**src/design/paps_pkg.sv**
```systemverilog
// ----------------------------------------------------------------------------
// Alert pattern sequencer package
// Shared payload types, request and register codes, and the pattern tables.
// ----------------------------------------------------------------------------
package paps_pkg;

  localparam int CFG_IDX_W = 3;

  // Request types
  localparam logic [2:0] REQ_TICK     = 3'd0;
  localparam logic [2:0] REQ_PLAY     = 3'd1;
  localparam logic [2:0] REQ_STOP_ALL = 3'd2;
  localparam logic [2:0] REQ_STOP_ONE = 3'd3;
  localparam logic [2:0] REQ_PIN      = 3'd4;

  // Configuration register indexes
  localparam logic [CFG_IDX_W-1:0] CFG_WHITE_AH      = 3'd0;
  localparam logic [CFG_IDX_W-1:0] CFG_BLUE_AH       = 3'd1;
  localparam logic [CFG_IDX_W-1:0] CFG_RED_AH        = 3'd2;
  localparam logic [CFG_IDX_W-1:0] CFG_BLUE_PRESENT  = 3'd3;
  localparam logic [CFG_IDX_W-1:0] CFG_RED_PRESENT   = 3'd4;

  // LED routing of a pattern
  localparam logic [1:0] ROUTE_WHITE = 2'd0;
  localparam logic [1:0] ROUTE_BLUE  = 2'd1;
  localparam logic [1:0] ROUTE_RED   = 2'd2;

  // Row of the step tables used by the device error pattern
  localparam logic [3:0] TBL_DEV_ERR = 4'd8;

  localparam logic [10:0] ELAPSED_MAX = 11'd2047;

  typedef struct packed {
    logic [2:0] req_type;
    logic [3:0] pattern_code;
    logic       pin_entry_flag;
  } req_t;

  typedef struct packed {
    logic        play_accepted;
    logic [3:0]  current_pattern;
    logic [11:0] tone_hz;
    logic        white_led_level;
    logic        blue_led_level;
    logic        red_led_level;
  } rsp_t;

  typedef struct packed {
    logic white_ah;
    logic blue_ah;
    logic red_ah;
    logic blue_present;
    logic red_present;
  } cfg_t;

  typedef struct packed {
    logic        buzz;
    logic        led;
    logic [10:0] dur;
  } step_t;

  typedef struct packed {
    logic [3:0]  tbl;
    logic [3:0]  count;
    logic        loops;
    logic [6:0]  prio;
    logic [11:0] tone;
    logic [1:0]  route;
  } desc_t;

  function automatic desc_t desc_lookup(input logic [3:0] code);
    desc_t d;
    d = '{4'd0, 4'd0, 1'b0, 7'd0, 12'd2800, ROUTE_WHITE};
    case (code)
      4'd1:    d = '{4'd0, 4'd2,  1'b0, 7'd10,  12'd3200, ROUTE_BLUE};
      4'd2:    d = '{4'd1, 4'd3,  1'b0, 7'd30,  12'd3200, ROUTE_WHITE};
      4'd3:    d = '{4'd2, 4'd4,  1'b0, 7'd50,  12'd2400, ROUTE_RED};
      4'd4:    d = '{4'd2, 4'd4,  1'b0, 7'd50,  12'd2400, ROUTE_RED};
      4'd5:    d = '{4'd3, 4'd6,  1'b0, 7'd60,  12'd2400, ROUTE_RED};
      4'd6:    d = '{4'd4, 4'd10, 1'b1, 7'd80,  12'd2800, ROUTE_RED};
      4'd7:    d = '{4'd5, 4'd2,  1'b1, 7'd90,  12'd4000, ROUTE_RED};
      4'd8:    d = '{4'd6, 4'd4,  1'b1, 7'd100, 12'd2800, ROUTE_RED};
      4'd9:    d = '{4'd7, 4'd2,  1'b1, 7'd20,  12'd2800, ROUTE_WHITE};
      4'd10:   d = '{TBL_DEV_ERR, 4'd4, 1'b1, 7'd70, 12'd2800, ROUTE_RED};
      default: d = '{4'd0, 4'd0, 1'b0, 7'd0, 12'd2800, ROUTE_WHITE};
    endcase
    return d;
  endfunction

  // Entries past the end of a row read as all zero; the device error row instead repeats its four entries.
  function automatic step_t step_lookup(input logic [3:0] tbl, input logic [3:0] idx);
    step_t s;
    s = '0;
    case (tbl)
      4'd0: begin
        case (idx)
          4'd0:    s = '{1'b1, 1'b1, 11'd90};
          4'd1:    s = '{1'b0, 1'b0, 11'd1};
          default: s = '0;
        endcase
      end
      4'd1: begin
        case (idx)
          4'd0:    s = '{1'b1, 1'b1, 11'd250};
          4'd1:    s = '{1'b0, 1'b1, 11'd450};
          4'd2:    s = '{1'b0, 1'b0, 11'd1};
          default: s = '0;
        endcase
      end
      4'd2: begin
        case (idx)
          4'd0:    s = '{1'b1, 1'b1, 11'd180};
          4'd1:    s = '{1'b0, 1'b0, 11'd120};
          4'd2:    s = '{1'b1, 1'b1, 11'd220};
          4'd3:    s = '{1'b0, 1'b0, 11'd1};
          default: s = '0;
        endcase
      end
      4'd3: begin
        case (idx)
          4'd0:    s = '{1'b1, 1'b1, 11'd220};
          4'd1:    s = '{1'b0, 1'b0, 11'd120};
          4'd2:    s = '{1'b1, 1'b1, 11'd220};
          4'd3:    s = '{1'b0, 1'b0, 11'd120};
          4'd4:    s = '{1'b1, 1'b1, 11'd400};
          4'd5:    s = '{1'b0, 1'b0, 11'd1};
          default: s = '0;
        endcase
      end
      4'd4: begin
        // Nine 100 ms steps alternating on and off, then a long pause.
        if (idx < 4'd9) begin
          s = '{~idx[0], ~idx[0], 11'd100};
        end else if (idx == 4'd9) begin
          s = '{1'b0, 1'b0, 11'd700};
        end
      end
      4'd5: begin
        case (idx)
          4'd0:    s = '{1'b1, 1'b1, 11'd400};
          4'd1:    s = '{1'b1, 1'b0, 11'd400};
          default: s = '0;
        endcase
      end
      4'd6: begin
        case (idx)
          4'd0:    s = '{1'b1, 1'b1, 11'd250};
          4'd1:    s = '{1'b0, 1'b0, 11'd100};
          4'd2:    s = '{1'b1, 1'b0, 11'd250};
          4'd3:    s = '{1'b0, 1'b1, 11'd100};
          default: s = '0;
        endcase
      end
      4'd7: begin
        case (idx)
          4'd0:    s = '{1'b0, 1'b1, 11'd300};
          4'd1:    s = '{1'b0, 1'b0, 11'd1700};
          default: s = '0;
        endcase
      end
      TBL_DEV_ERR: begin
        case (idx[1:0])
          2'd0:    s = '{1'b1, 1'b1, 11'd400};
          2'd1:    s = '{1'b0, 1'b0, 11'd200};
          2'd2:    s = '{1'b1, 1'b1, 11'd400};
          default: s = '{1'b0, 1'b0, 11'd800};
        endcase
      end
      default: s = '0;
    endcase
    return s;
  endfunction

endpackage

```
**src/design/paps_in_stage.sv**
```systemverilog
// ----------------------------------------------------------------------------
// Alert pattern sequencer input stage
// Holds one accepted request until the engine consumes it.
// ----------------------------------------------------------------------------
module paps_in_stage (
  input  logic          clk,
  input  logic          rst,
  input  logic          in_valid,
  output logic          in_stall,
  input  paps_pkg::req_t in_item,
  input  logic          take,
  output logic          held_valid,
  output paps_pkg::req_t held_item
);
  import paps_pkg::*;

  logic load;

  // The slot frees up in the same cycle that the engine takes its request.
  assign in_stall = held_valid && !take;
  assign load     = in_valid && !in_stall;

  always_ff @(posedge clk) begin
    if (rst) begin
      held_valid <= 1'b0;
    end else if (load) begin
      held_valid <= 1'b1;
    end else if (take) begin
      held_valid <= 1'b0;
    end
  end

  always_ff @(posedge clk) begin
    if (load) begin
      held_item <= in_item;
    end
  end

endmodule

```
**src/design/paps_engine.sv**
```systemverilog
// ----------------------------------------------------------------------------
// Alert pattern sequencer engine
// Pattern state and the single-pass update for one request.
// ----------------------------------------------------------------------------
module paps_engine #(
  parameter int MAX_STEPS = 10
) (
  input  logic           clk,
  input  logic           rst,
  input  logic           fire,
  input  paps_pkg::req_t item,
  input  paps_pkg::cfg_t cfg,
  output paps_pkg::rsp_t result
);
  import paps_pkg::*;

  localparam logic [4:0] MaxSteps = 5'(MAX_STEPS);

  // Pattern state
  logic [3:0]  active_code, active_code_next;
  logic [3:0]  step_index, step_index_next;
  logic [10:0] step_elapsed_ms, step_elapsed_ms_next;
  logic        pin_entry_state, pin_entry_state_next;
  // bit 0 white level, bit 1 blue level, bit 2 red level, bit 3 buzzer on
  logic [3:0]  led_drive_bits, led_drive_bits_next;

  desc_t       cur_desc, play_desc, app_desc, out_desc;
  step_t       cur_step, app_step;
  logic [4:0]  cur_limit, play_limit, next_idx;
  logic [10:0] elapsed_inc;
  logic        step_done, last_step, accepted;
  logic [3:0]  apply_code, apply_idx;
  logic [3:0]  apply_bits, finish_bits, pin_bits;

  assign cur_desc  = desc_lookup(active_code);
  assign cur_step  = step_lookup(cur_desc.tbl, step_index);
  assign play_desc = desc_lookup(item.pattern_code);

  assign cur_limit  = ({1'b0, cur_desc.count} > MaxSteps) ? MaxSteps : {1'b0, cur_desc.count};
  assign play_limit = ({1'b0, play_desc.count} > MaxSteps) ? MaxSteps : {1'b0, play_desc.count};

  assign elapsed_inc = (step_elapsed_ms != ELAPSED_MAX) ? step_elapsed_ms + 11'd1
                                                        : step_elapsed_ms;
  assign step_done   = elapsed_inc >= cur_step.dur;
  assign next_idx    = {1'b0, step_index} + 5'd1;
  assign last_step   = next_idx >= cur_limit;

  // The step to show next: step 0 of a new pattern, or the following step
  // (wrapping to step 0) of the running one.
  assign apply_code = (item.req_type == REQ_PLAY) ? item.pattern_code : active_code;
  assign apply_idx  = ((item.req_type == REQ_PLAY) || last_step) ? 4'd0 : next_idx[3:0];
  assign app_desc   = desc_lookup(apply_code);
  assign app_step   = step_lookup(app_desc.tbl, apply_idx);

  // Absent LEDs keep whatever level was last written.
  assign apply_bits[0] = ((app_desc.route == ROUTE_WHITE) && app_step.led) ~^ cfg.white_ah;
  assign apply_bits[1] = cfg.blue_present
                         ? (((app_desc.route == ROUTE_BLUE) && app_step.led) ~^ cfg.blue_ah)
                         : led_drive_bits[1];
  assign apply_bits[2] = cfg.red_present
                         ? (((app_desc.route == ROUTE_RED) && app_step.led) ~^ cfg.red_ah)
                         : led_drive_bits[2];
  assign apply_bits[3] = app_step.buzz;

  // Idle look: everything dark and silent, blue showing the pin-entry flag.
  assign finish_bits[0] = ~cfg.white_ah;
  assign finish_bits[1] = cfg.blue_present ? (pin_entry_state ~^ cfg.blue_ah)
                                           : led_drive_bits[1];
  assign finish_bits[2] = cfg.red_present ? ~cfg.red_ah : led_drive_bits[2];
  assign finish_bits[3] = 1'b0;

  assign pin_bits[0] = ~cfg.white_ah;
  assign pin_bits[1] = cfg.blue_present ? (item.pin_entry_flag ~^ cfg.blue_ah)
                                        : led_drive_bits[1];
  assign pin_bits[2] = cfg.red_present ? ~cfg.red_ah : led_drive_bits[2];
  assign pin_bits[3] = led_drive_bits[3];

  always_comb begin
    active_code_next     = active_code;
    step_index_next      = step_index;
    step_elapsed_ms_next = step_elapsed_ms;
    pin_entry_state_next = pin_entry_state;
    led_drive_bits_next  = led_drive_bits;
    accepted             = 1'b0;
    unique case (item.req_type)
      REQ_TICK: begin
        if (active_code != 4'd0) begin
          if (!step_done) begin
            step_elapsed_ms_next = elapsed_inc;
          end else begin
            step_elapsed_ms_next = '0;
            if (last_step && !cur_desc.loops) begin
              active_code_next    = '0;
              step_index_next     = '0;
              led_drive_bits_next = finish_bits;
            end else begin
              step_index_next     = apply_idx;
              led_drive_bits_next = apply_bits;
            end
          end
        end
      end
      REQ_PLAY: begin
        if (item.pattern_code == 4'd0) begin
          accepted = 1'b0;
        end else if (active_code == item.pattern_code) begin
          accepted = 1'b1;
        end else if (active_code != 4'd0 && play_desc.prio < cur_desc.prio) begin
          accepted = 1'b0;
        end else if (play_limit == 5'd0) begin
          accepted = 1'b0;
        end else begin
          active_code_next     = item.pattern_code;
          step_index_next      = '0;
          step_elapsed_ms_next = '0;
          led_drive_bits_next  = apply_bits;
          accepted             = 1'b1;
        end
      end
      REQ_STOP_ALL: begin
        active_code_next     = '0;
        step_index_next      = '0;
        step_elapsed_ms_next = '0;
        led_drive_bits_next  = finish_bits;
      end
      REQ_STOP_ONE: begin
        if (active_code == item.pattern_code) begin
          active_code_next     = '0;
          step_index_next      = '0;
          step_elapsed_ms_next = '0;
          led_drive_bits_next  = finish_bits;
        end
      end
      REQ_PIN: begin
        pin_entry_state_next = item.pin_entry_flag;
        if (active_code == 4'd0) begin
          led_drive_bits_next = pin_bits;
        end
      end
      default: begin
      end
    endcase
  end

  assign out_desc = desc_lookup(active_code_next);

  always_comb begin
    result.play_accepted   = accepted;
    result.current_pattern = active_code_next;
    result.tone_hz         = led_drive_bits_next[3] ? out_desc.tone : 12'd0;
    result.white_led_level = led_drive_bits_next[0];
    result.blue_led_level  = led_drive_bits_next[1];
    result.red_led_level   = led_drive_bits_next[2];
  end

  always_ff @(posedge clk) begin
    if (rst) begin
      active_code     <= '0;
      step_index      <= '0;
      step_elapsed_ms <= '0;
      pin_entry_state <= 1'b0;
      led_drive_bits  <= '0;
    end else if (fire) begin
      active_code     <= active_code_next;
      step_index      <= step_index_next;
      step_elapsed_ms <= step_elapsed_ms_next;
      pin_entry_state <= pin_entry_state_next;
      led_drive_bits  <= led_drive_bits_next;
    end
  end

endmodule

```
**src/design/paps_out_stage.sv**
```systemverilog
// ----------------------------------------------------------------------------
// Alert pattern sequencer output stage
// Result register that holds a transaction while the consumer stalls.
// ----------------------------------------------------------------------------
module paps_out_stage (
  input  logic           clk,
  input  logic           rst,
  input  logic           load,
  input  paps_pkg::rsp_t result_in,
  output logic           ready,
  output logic           out_valid,
  input  logic           out_stall,
  output paps_pkg::rsp_t out_result
);
  import paps_pkg::*;

  assign ready = !out_valid || !out_stall;

  always_ff @(posedge clk) begin
    if (rst) begin
      out_valid <= 1'b0;
    end else if (load) begin
      out_valid <= 1'b1;
    end else if (!out_stall) begin
      out_valid <= 1'b0;
    end
  end

  always_ff @(posedge clk) begin
    if (load) begin
      out_result <= result_in;
    end
  end

endmodule

```
**src/design/priority_alert_pattern_sequencer.sv**
```systemverilog
// ----------------------------------------------------------------------------
// Priority alert pattern sequencer
// Plays prioritized buzzer and LED alert patterns, one request per transaction.
// ----------------------------------------------------------------------------
//   Channel  Handshake             Payload     Direction
//   in       in_valid / in_stall   in_item     request in
//   out      out_valid / out_stall out_result  result out
//   cfg      cfg_we                cfg_index,  register write
//                                  cfg_data
//
// One request per cycle is sustained while out_stall stays low; a result turns
// valid after its request passes the input register, then the result register.
// The whole update is a set of table lookups and a counter step in the engine.
// Reset is synchronous and needs no clearing time.
// A stalled result holds the result register; the input register then fills
// and in_stall rises until the result is taken.
// ----------------------------------------------------------------------------
module priority_alert_pattern_sequencer #(
  parameter int MAX_STEPS = 10
) (
  input  logic                           clk,
  input  logic                           rst,
  input  logic                           in_valid,
  output logic                           in_stall,
  input  paps_pkg::req_t                 in_item,
  output logic                           out_valid,
  input  logic                           out_stall,
  output paps_pkg::rsp_t                 out_result,
  input  logic                           cfg_we,
  input  logic [paps_pkg::CFG_IDX_W-1:0] cfg_index,
  input  logic                           cfg_data
);
  import paps_pkg::*;

  cfg_t cfg;
  req_t held_item;
  rsp_t result;
  logic held_valid;
  logic out_ready;
  logic take;

  always_ff @(posedge clk) begin
    if (rst) begin
      cfg <= '1;
    end else if (cfg_we) begin
      unique case (cfg_index)
        CFG_WHITE_AH:     cfg.white_ah     <= cfg_data;
        CFG_BLUE_AH:      cfg.blue_ah      <= cfg_data;
        CFG_RED_AH:       cfg.red_ah       <= cfg_data;
        CFG_BLUE_PRESENT: cfg.blue_present <= cfg_data;
        CFG_RED_PRESENT:  cfg.red_present  <= cfg_data;
        default: begin
        end
      endcase
    end
  end

  assign take = held_valid && out_ready;

  paps_in_stage u_in_stage (
    .clk        (clk),
    .rst        (rst),
    .in_valid   (in_valid),
    .in_stall   (in_stall),
    .in_item    (in_item),
    .take       (take),
    .held_valid (held_valid),
    .held_item  (held_item)
  );

  paps_engine #(
    .MAX_STEPS (MAX_STEPS)
  ) u_engine (
    .clk    (clk),
    .rst    (rst),
    .fire   (take),
    .item   (held_item),
    .cfg    (cfg),
    .result (result)
  );

  paps_out_stage u_out_stage (
    .clk        (clk),
    .rst        (rst),
    .load       (take),
    .result_in  (result),
    .ready      (out_ready),
    .out_valid  (out_valid),
    .out_stall  (out_stall),
    .out_result (out_result)
  );

  // A request taken by the engine always shows up as a result next cycle.
  a_take_gives_result: assert property (@(posedge clk) disable iff (rst)
    take |=> out_valid)
    else $error("engine consumed a request but no result was registered");

  // A held request is never dropped while the result side is blocked.
  a_held_kept: assert property (@(posedge clk) disable iff (rst)
    held_valid && !take |=> held_valid)
    else $error("held request lost while stalled");

  // An idle sequencer is silent.
  a_idle_silent: assert property (@(posedge clk) disable iff (rst)
    out_valid && out_result.current_pattern == 4'd0 |-> out_result.tone_hz == 12'd0)
    else $error("tone reported with no active pattern");

  // Only the four pattern tones can sound.
  a_tone_legal: assert property (@(posedge clk) disable iff (rst)
    out_valid && out_result.tone_hz != 12'd0 |->
      out_result.tone_hz == 12'd2400 || out_result.tone_hz == 12'd2800 ||
      out_result.tone_hz == 12'd3200 || out_result.tone_hz == 12'd4000)
    else $error("illegal buzzer tone");

endmodule
```
**config.mk**
```make
export PLATFORM = sky130hd
export DESIGN_NAME = priority_alert_pattern_sequencer
export DESIGN_NICKNAME = d
export VERILOG_FILES = /design/src/design/paps_pkg.sv /design/src/design/paps_in_stage.sv /design/src/design/paps_engine.sv /design/src/design/paps_out_stage.sv /design/src/design/priority_alert_pattern_sequencer.sv
export SDC_FILE = /design/constraint.sdc
export NUM_CORES = 1
export LEC_CHECK = 0
export BUFFER_PORTS_ARGS = -buffer_cell sky130_fd_sc_hd__buf_4
export CORE_MARGIN = 1
export CORE_UTILIZATION = 52
export DETAILED_ROUTE_END_ITERATION = 8
export PLACE_DENSITY_LB_ADDON = 0.15
export SYNTH_ARGS = -nofsm -noshare
export SYNTH_HDL_FRONTEND = slang
export SYNTH_SLANG_ARGS = --single-unit
```
**constraint.sdc**
```tcl
create_clock -name clk -period 4.4 [get_ports clk]
set_input_delay 0.22 -clock clk [delete_from_list [all_inputs] [get_ports clk]]
set_output_delay 0.22 -clock clk [all_outputs]
set_load 0.05 [all_outputs]
```
# Yosys cells after proc, flatten, opt, wreduce, memory -nomap -nowiden

Memory sizes are Yosys's and may differ from the RTL's. A register that Yosys moved wholly into a read port is not among the register bits.
Index checks and enable logic that the tools add are counted.

Flip-flop bits (word level): 59
Memory bits (read-only): 1536
Bits of input ports: 17
Memories kept: 4

Memory list:

| memory          | depth | width | read ports | clocked after Yosys merged registers in | write ports | line           | RTL |
|---|---|---|---|---|---|---|---|
| (no name shown) | 16    | 24    | 1          | 1                                       | 0           | paps_pkg.sv:74 | `case (code)` |
| (no name shown) | 16    | 24    | 1          | 0                                       | 0           | paps_pkg.sv:74 |  |
| (no name shown) | 16    | 24    | 1          | 1                                       | 0           | paps_pkg.sv:74 |  |
| (no name shown) | 16    | 24    | 1          | 1                                       | 0           | paps_pkg.sv:74 |  |

Add/sub/neg operators: 2
$lt $le $gt $ge: 7
Eq/ne operators: 52
Muxes and demuxes: 78
Bitwise gates (word level): 9
Reductions and logical operators: 46

Operators with widths:

| cell                                          | number |
|---|---|
| one-hot mux 13 bit (4 select lines)           | 3 |
| two-way mux 4 bit                             | 31 |
| one-hot mux 13 bit (9 select lines)           | 1 |
| two-way mux 11 bit                            | 9 |
| one-hot mux 11 bit (9 select lines)           | 1 |
| one-hot mux 13 bit (2 select lines)           | 3 |
| one-hot mux 8 bit (4 select lines)            | 2 |
| == test 4 x 3 -> 1 bit, second input constant | 12 |
| one-hot mux 11 bit (4 select lines)           | 1 |
| one-hot mux 13 bit (3 select lines)           | 1 |
| one-hot mux 9 bit (4 select lines)            | 1 |
| == test 4 x 2 -> 1 bit, second input constant | 8 |
| one-hot mux 4 bit (4 select lines)            | 2 |
| one-hot mux 9 bit (3 select lines)            | 1 |
| logical NOT 4 bit                             | 6 |
| one-hot mux 12 bit (2 select lines)           | 1 |
| one-hot mux 11 bit (2 select lines)           | 1 |
| two-way mux 10 bit                            | 2 |
| one-hot mux 10 bit (2 select lines)           | 1 |
| one-hot mux 4 bit (5 select lines)            | 1 |
| one-hot mux 9 bit (2 select lines)            | 1 |
| == test 4 x 1 -> 1 bit, second input constant | 4 |
| == test 4 bit, second input constant          | 4 |
| one-hot mux 7 bit (2 select lines)            | 1 |
| other kinds (33)                              | 96 |

# Depth between registers and ports, before layout

Word-level depth: 18
Gate-level depth with buffers: 22

# By module

Synthesis repeated with hierarchy kept, for this count alone.

Cell total of the unflattened synthesis: 673
Area total of the unflattened synthesis: 5662.9 µm²

Modules (own cells, without submodules):

| module                           | times used | cells an instance | area each (µm²) | seq. area each (µm²) |
|---|---|---|---|---|
| paps_engine                      | 1          | 615               | 4499.3          | 780.7 |
| paps_out_stage                   | 1          | 24                | 633.1           | 620.6 |
| paps_in_stage                    | 1          | 12                | 290.3           | 260.2 |
| priority_alert_pattern_sequencer | 1          | 22                | 240.2           | 100.1 |

# Worst setup path before layout

Ideal clock, no wire load.

Path type: register -> register
Start: register u_engine.step_elapsed_ms[0]
End: register u_engine.cur_desc[26] (netlist name)
Library setup time: 0.070 ns
Arrival time: 4.467 ns
Required time: 4.330 ns
Setup slack: -0.137 ns
Cell stages (with the launch flop): 21
Cell sequence: dfxtp_1 > ha_1 > and3_1 > and3_1 > and3_1 > nand2_1 > clkbuf_1 > xnor2_1 > ha_1 > nand2b_1 > a21o_1 > a211o_1 > a2111oi_4 > o41ai_2 > and2_4 > a311o_2 > inv_1 > ha_1 > inv_1 > mux2_2 > o2bb2ai_1

Cells in the longest elaborated chain, start to end: 8

Ends and longest elaborated chain:

| element                                                  | line               | RTL |
|---|---|---|
| start: declaration                                       | paps_engine.sv:22  | `logic [10:0] step_elapsed_ms, step_elapsed_ms_next;` |
| start signal: assignment                                 | paps_engine.sv:166 | `step_elapsed_ms <= step_elapsed_ms_next;` |
| adder 11 x 1 -> 11 bit or != test 11 bit (tied branches) | paps_engine.sv:42  | `assign elapsed_inc = (step_elapsed_ms != ELAPSED_MAX) ? step_elapsed_ms + 11'd1` |
| two-way mux 11 bit (*)                                   | paps_engine.sv:42  |  |
| greater-or-equal comparator 11 bit (*)                   | paps_engine.sv:44  | `assign step_done = elapsed_inc >= cur_step.dur;` |
| two-way mux 4 bit (*)                                    | paps_engine.sv:88  | `if (!step_done) begin` |
| two-way mux 4 bit (*)                                    | paps_engine.sv:87  | `if (active_code != 4'd0) begin` |
| one-hot mux 4 bit (4 select lines) (*)                   | paps_engine.sv:85  | `unique case (item.req_type)` |
| two-way mux 4 bit (no line) (*) (2 in a row)             | n/a                |  |

Mark *: on every way between the ends. The rest lies on a longest branch, timed or not.
A chain may end at the register's enable or synchronous reset.

# Worst setup path in the final report

Start: register u_engine.step_elapsed_ms[4]
End: register u_engine.cur_desc[26] (netlist name)

Cells in the longest elaborated chain, start to end: 8

Ends and longest elaborated chain:

| element                                                  | line |
|---|---|
| adder 11 x 1 -> 11 bit or != test 11 bit (tied branches) | paps_engine.sv:42 |
| two-way mux 11 bit (*)                                   | paps_engine.sv:42 |
| greater-or-equal comparator 11 bit (*)                   | paps_engine.sv:44 |
| two-way mux 4 bit (*)                                    | paps_engine.sv:88 |
| two-way mux 4 bit (*)                                    | paps_engine.sv:87 |
| one-hot mux 4 bit (4 select lines) (*)                   | paps_engine.sv:85 |
| two-way mux 4 bit (no line) (*) (2 in a row)             | n/a |

Marked as above.

==> reports/results.txt <==
# clock sinks -> 80
H-Tree Depth -> 3
Setup crit start kind -> register
FF+latch count, synth -> 80
Dpl ws -> 0.0355 ns
CP endpoint kind -> register
Worst-Margin Slew -> 0.994 ns
Post-synth EDFFs -> 24
Clock Skew -> 0.00425 ns
First-pass GRT wire length -> 24300 um
Avg WL per Cell -> 16.9 um
Std-Cell Core Area -> 10900 um2
GRT met3 Usage -> 5.55%
Pwr Density -> 265 nW/um2
Clock latency at the later pin of the worst-skew pair -> 0.34 ns
Reg clk slew, reported paths -> 0.06 ns
Routability cong. -> 0.964
Setup slack, reg-to-reg -> 0.15 ns
FMAX -> 235 MHz
Critical Path RT -> 4.68 ns
Sw Share -> 27.8%
Rel. slew slack -> 33.2%
Number of DRC markers in iteration 0 -> 523
Status -> finished, final reports clean
Max Cap Violations -> 0
Most frequent cells in the layout -> buf_4 (74), nor2_1 (69), nand2_1 (66), dfxtp_1 (54), a21oi_1 (50)
Final period demand of the worst path -> 4.25 ns
Initial antenna violation count -> 0
Vias in the first global route -> 5191
Hold crit path type -> in -> reg
Hold violation count in the final report -> 0
Main synth FF type -> dfxtp_1
GR Util met2 -> 43.9%
Vert. Die Dim -> 109 um
Total CTS buffers -> 9
Total power -> 1.81 mW
PortBufs -> 34
Ys async rst share -> 0%
DRC -> 0
TNS Setup -> 0 ns
Remaining global-route overflow -> 0
Initial Util -> 54.0%
Met1 Track Usage GR -> 33.3%
Clock Path Buffers -> 2
Worst hold margin -> 0.0570 ns
Final Slew Violations -> 0
Seq pwr share -> 45.1%
Largest net degree at the start of global routing -> 32
Via count -> 5508
Avg Cell Area, Syn -> 8.32 um2
# diodes -> 0
Share of cells above drive strength 1 -> 19.0%
Number of vias per cell -> 6.10
IO Count -> 39
Die Wd -> 109 um
Area Overhead vs Synth -> 15.8%
FP Rows -> 38
Final setup margin -> 0.145 ns
Synth Cell Area -> 5910 um2
Sequential cell area fraction in the yosys report -> 31.2%
WHS Path Cells -> 1
Tot GR Track Use -> 26.2%
Gate power share -> 15.6%
Worst min-delay path startpoint -> in_item[7]
DIE AREA -> 11800 um2
Drt pass-1 iters -> 7
Crit path kind -> reg -> reg
Final period util -> 96.7%
Commonest non-fill, non-tap cell in the layout -> buf_4
CTS root buf -> clkbuf_16
Synth cell types -> 79
Critical path data arrival time -> 4.53 ns
Hold Buf Count CTS -> 0
Mapped Cells -> 710
CTS tree -> built
Util after Layout -> 62.6%
Final nets -> 814
Final wirelength -> 15200 um
Maximum VDD drop -> 181 uV
Yosys warning count -> 0
Max Fanout on Critical Path -> 4
Sw power -> 0.503 mW
Cell internal pwr -> 1.31 mW
GR peak layer -> met2
Placed wire-length estimate -> 11200 um
RR Startpoint -> u_engine.step_elapsed_ms[4]
Leakage -> 2.75 nW
Worst R2R End -> u_engine.cur_desc[26]
Clk pwr share -> 39.3%
Final setup viols -> 0
Hold Crit Endpoint -> u_in_stage.held_item[7]
Number of routed nets with antenna violations -> 0
Reg2reg path depth -> 18
==> stage by stage <==
step                      cell area (um2)  std cells
after CTS                            6700        902
final                                6840        903
after global routing                 6840        903
after floorplan                      5920        713
after global placement               6420        886
after detailed placement             6420        886
==> per-layer routing <==
metal	share of wire [%]	wire length, um
met1	44	6650
met2	48	7350
met3	6.3	953
met4	1.8	278
met5	0	0
==> critical path, stage by stage (launching register included) <==
cell,delay (ns)
dfxtp_1,0.36
and3_4,0.20
and3_4,0.19
and3_4,0.19
and3_4,0.19
nand2_2,0.07
mux2_2,0.29
ha_1,0.29
a21o_1,0.15
a211o_1,0.28
a2111oi_4,0.45
o41ai_4,0.13
and2_4,0.25
a311o_2,0.46
inv_4,0.10
ha_4,0.14
inv_1,0.05
mux2_2,0.27
o2bb2ai_2,0.13
==> cells by family after synthesis <==
family / synth area share, %
and+or+nand+nor: 23.6
AOI/OAI and AO/OA: 22.4
DFF: 31.2
buffers and inverters: 6.69
adders and majority gates: 8.26
muxes: 4.43
xor gates and xnor gates: 3.41
other: 0.0635
==> how the worst max path moves through the flow <==
| stage | to | start | cells past startpoint |
|---|---|---|---|
| finish | u_engine.cur_desc[26] | u_engine.step_elapsed_ms[4] | 18 |
| global route | u_engine.cur_desc[24] | u_engine.step_index[1] | 19 |
| CTS | u_engine.cur_desc[15] | u_engine.step_elapsed_ms[0] | 16 |
| detailed placement | u_engine.cur_desc[15] | u_engine.step_elapsed_ms[0] | 16 |
| global placement | u_engine.cur_desc[26] | u_engine.step_elapsed_ms[0] | 18 |
| floorplan | u_engine.cur_desc[26] | u_engine.step_elapsed_ms[0] | 20 |
==> power groups by stage <==
stage	combinational [mW]	clock, mW	sequential [mW]
floorplan	0.182	0	0.848
global placement	0.268	0	0.832
detailed placement	0.274	0	0.833
CTS	0.276	0.726	0.817
global route	0.304	0.753	0.821
finish	0.282	0.713	0.817
==> state kept, by name (all words and copies together) (netlist names) <==
| register | count |
|---|---|
| u_engine.active_code | 4 |
| u_in_stage.held_valid | 1 |
| u_in_stage.held_item | 8 |
| u_engine.led_drive_bits | 4 |
| u_out_stage.out_valid | 1 |
| u_engine.cur_desc | 15 |
| u_engine.step_elapsed_ms | 11 |
| cfg | 5 |
| u_engine.step_index | 4 |
| u_engine.pin_entry_state | 1 |
| u_engine.play_desc | 10 |
| u_out_stage.out_result | 16 |
==> cells in the mapped netlist (8+ instances only) <==
library cell | instances | area [um2]
nand4_1 | 8 | 50.1
dfxtp_1 | 56 | 1120
ha_1 | 39 | 488
nor3_1 | 22 | 110
a31oi_1 | 14 | 87.6
and3_1 | 10 | 62.6
clkbuf_1 | 21 | 78.8
inv_1 | 34 | 128
nor2b_1 | 11 | 68.8
mux2i_1 | 18 | 180
nand2b_1 | 16 | 100
nand3_1 | 26 | 130
a211oi_1 | 10 | 75.1
xnor2_1 | 17 | 149
nand2_1 | 67 | 251
a21oi_1 | 50 | 250
o21ai_0 | 35 | 175
nor2_1 | 71 | 267
edfxtp_1 | 24 | 721
==> what timing repair did <==
action	CTS	global route
setup buffers	0	1
endpoints found under the setup margin	0	22
gates resized for setup	0	30
==> area by class of cell <==
class / count / area, um2
clock buffer: 11 / 254
clock inverter: 5 / 28.8
fill: 973 / 4090
inverter: 34 / 130
multi-input combinational: 556 / 3800
sequential: 80 / 1840
tap: 140 / 175
timing repair buffer: 77 / 607
(Power assumes the default switching activity.)
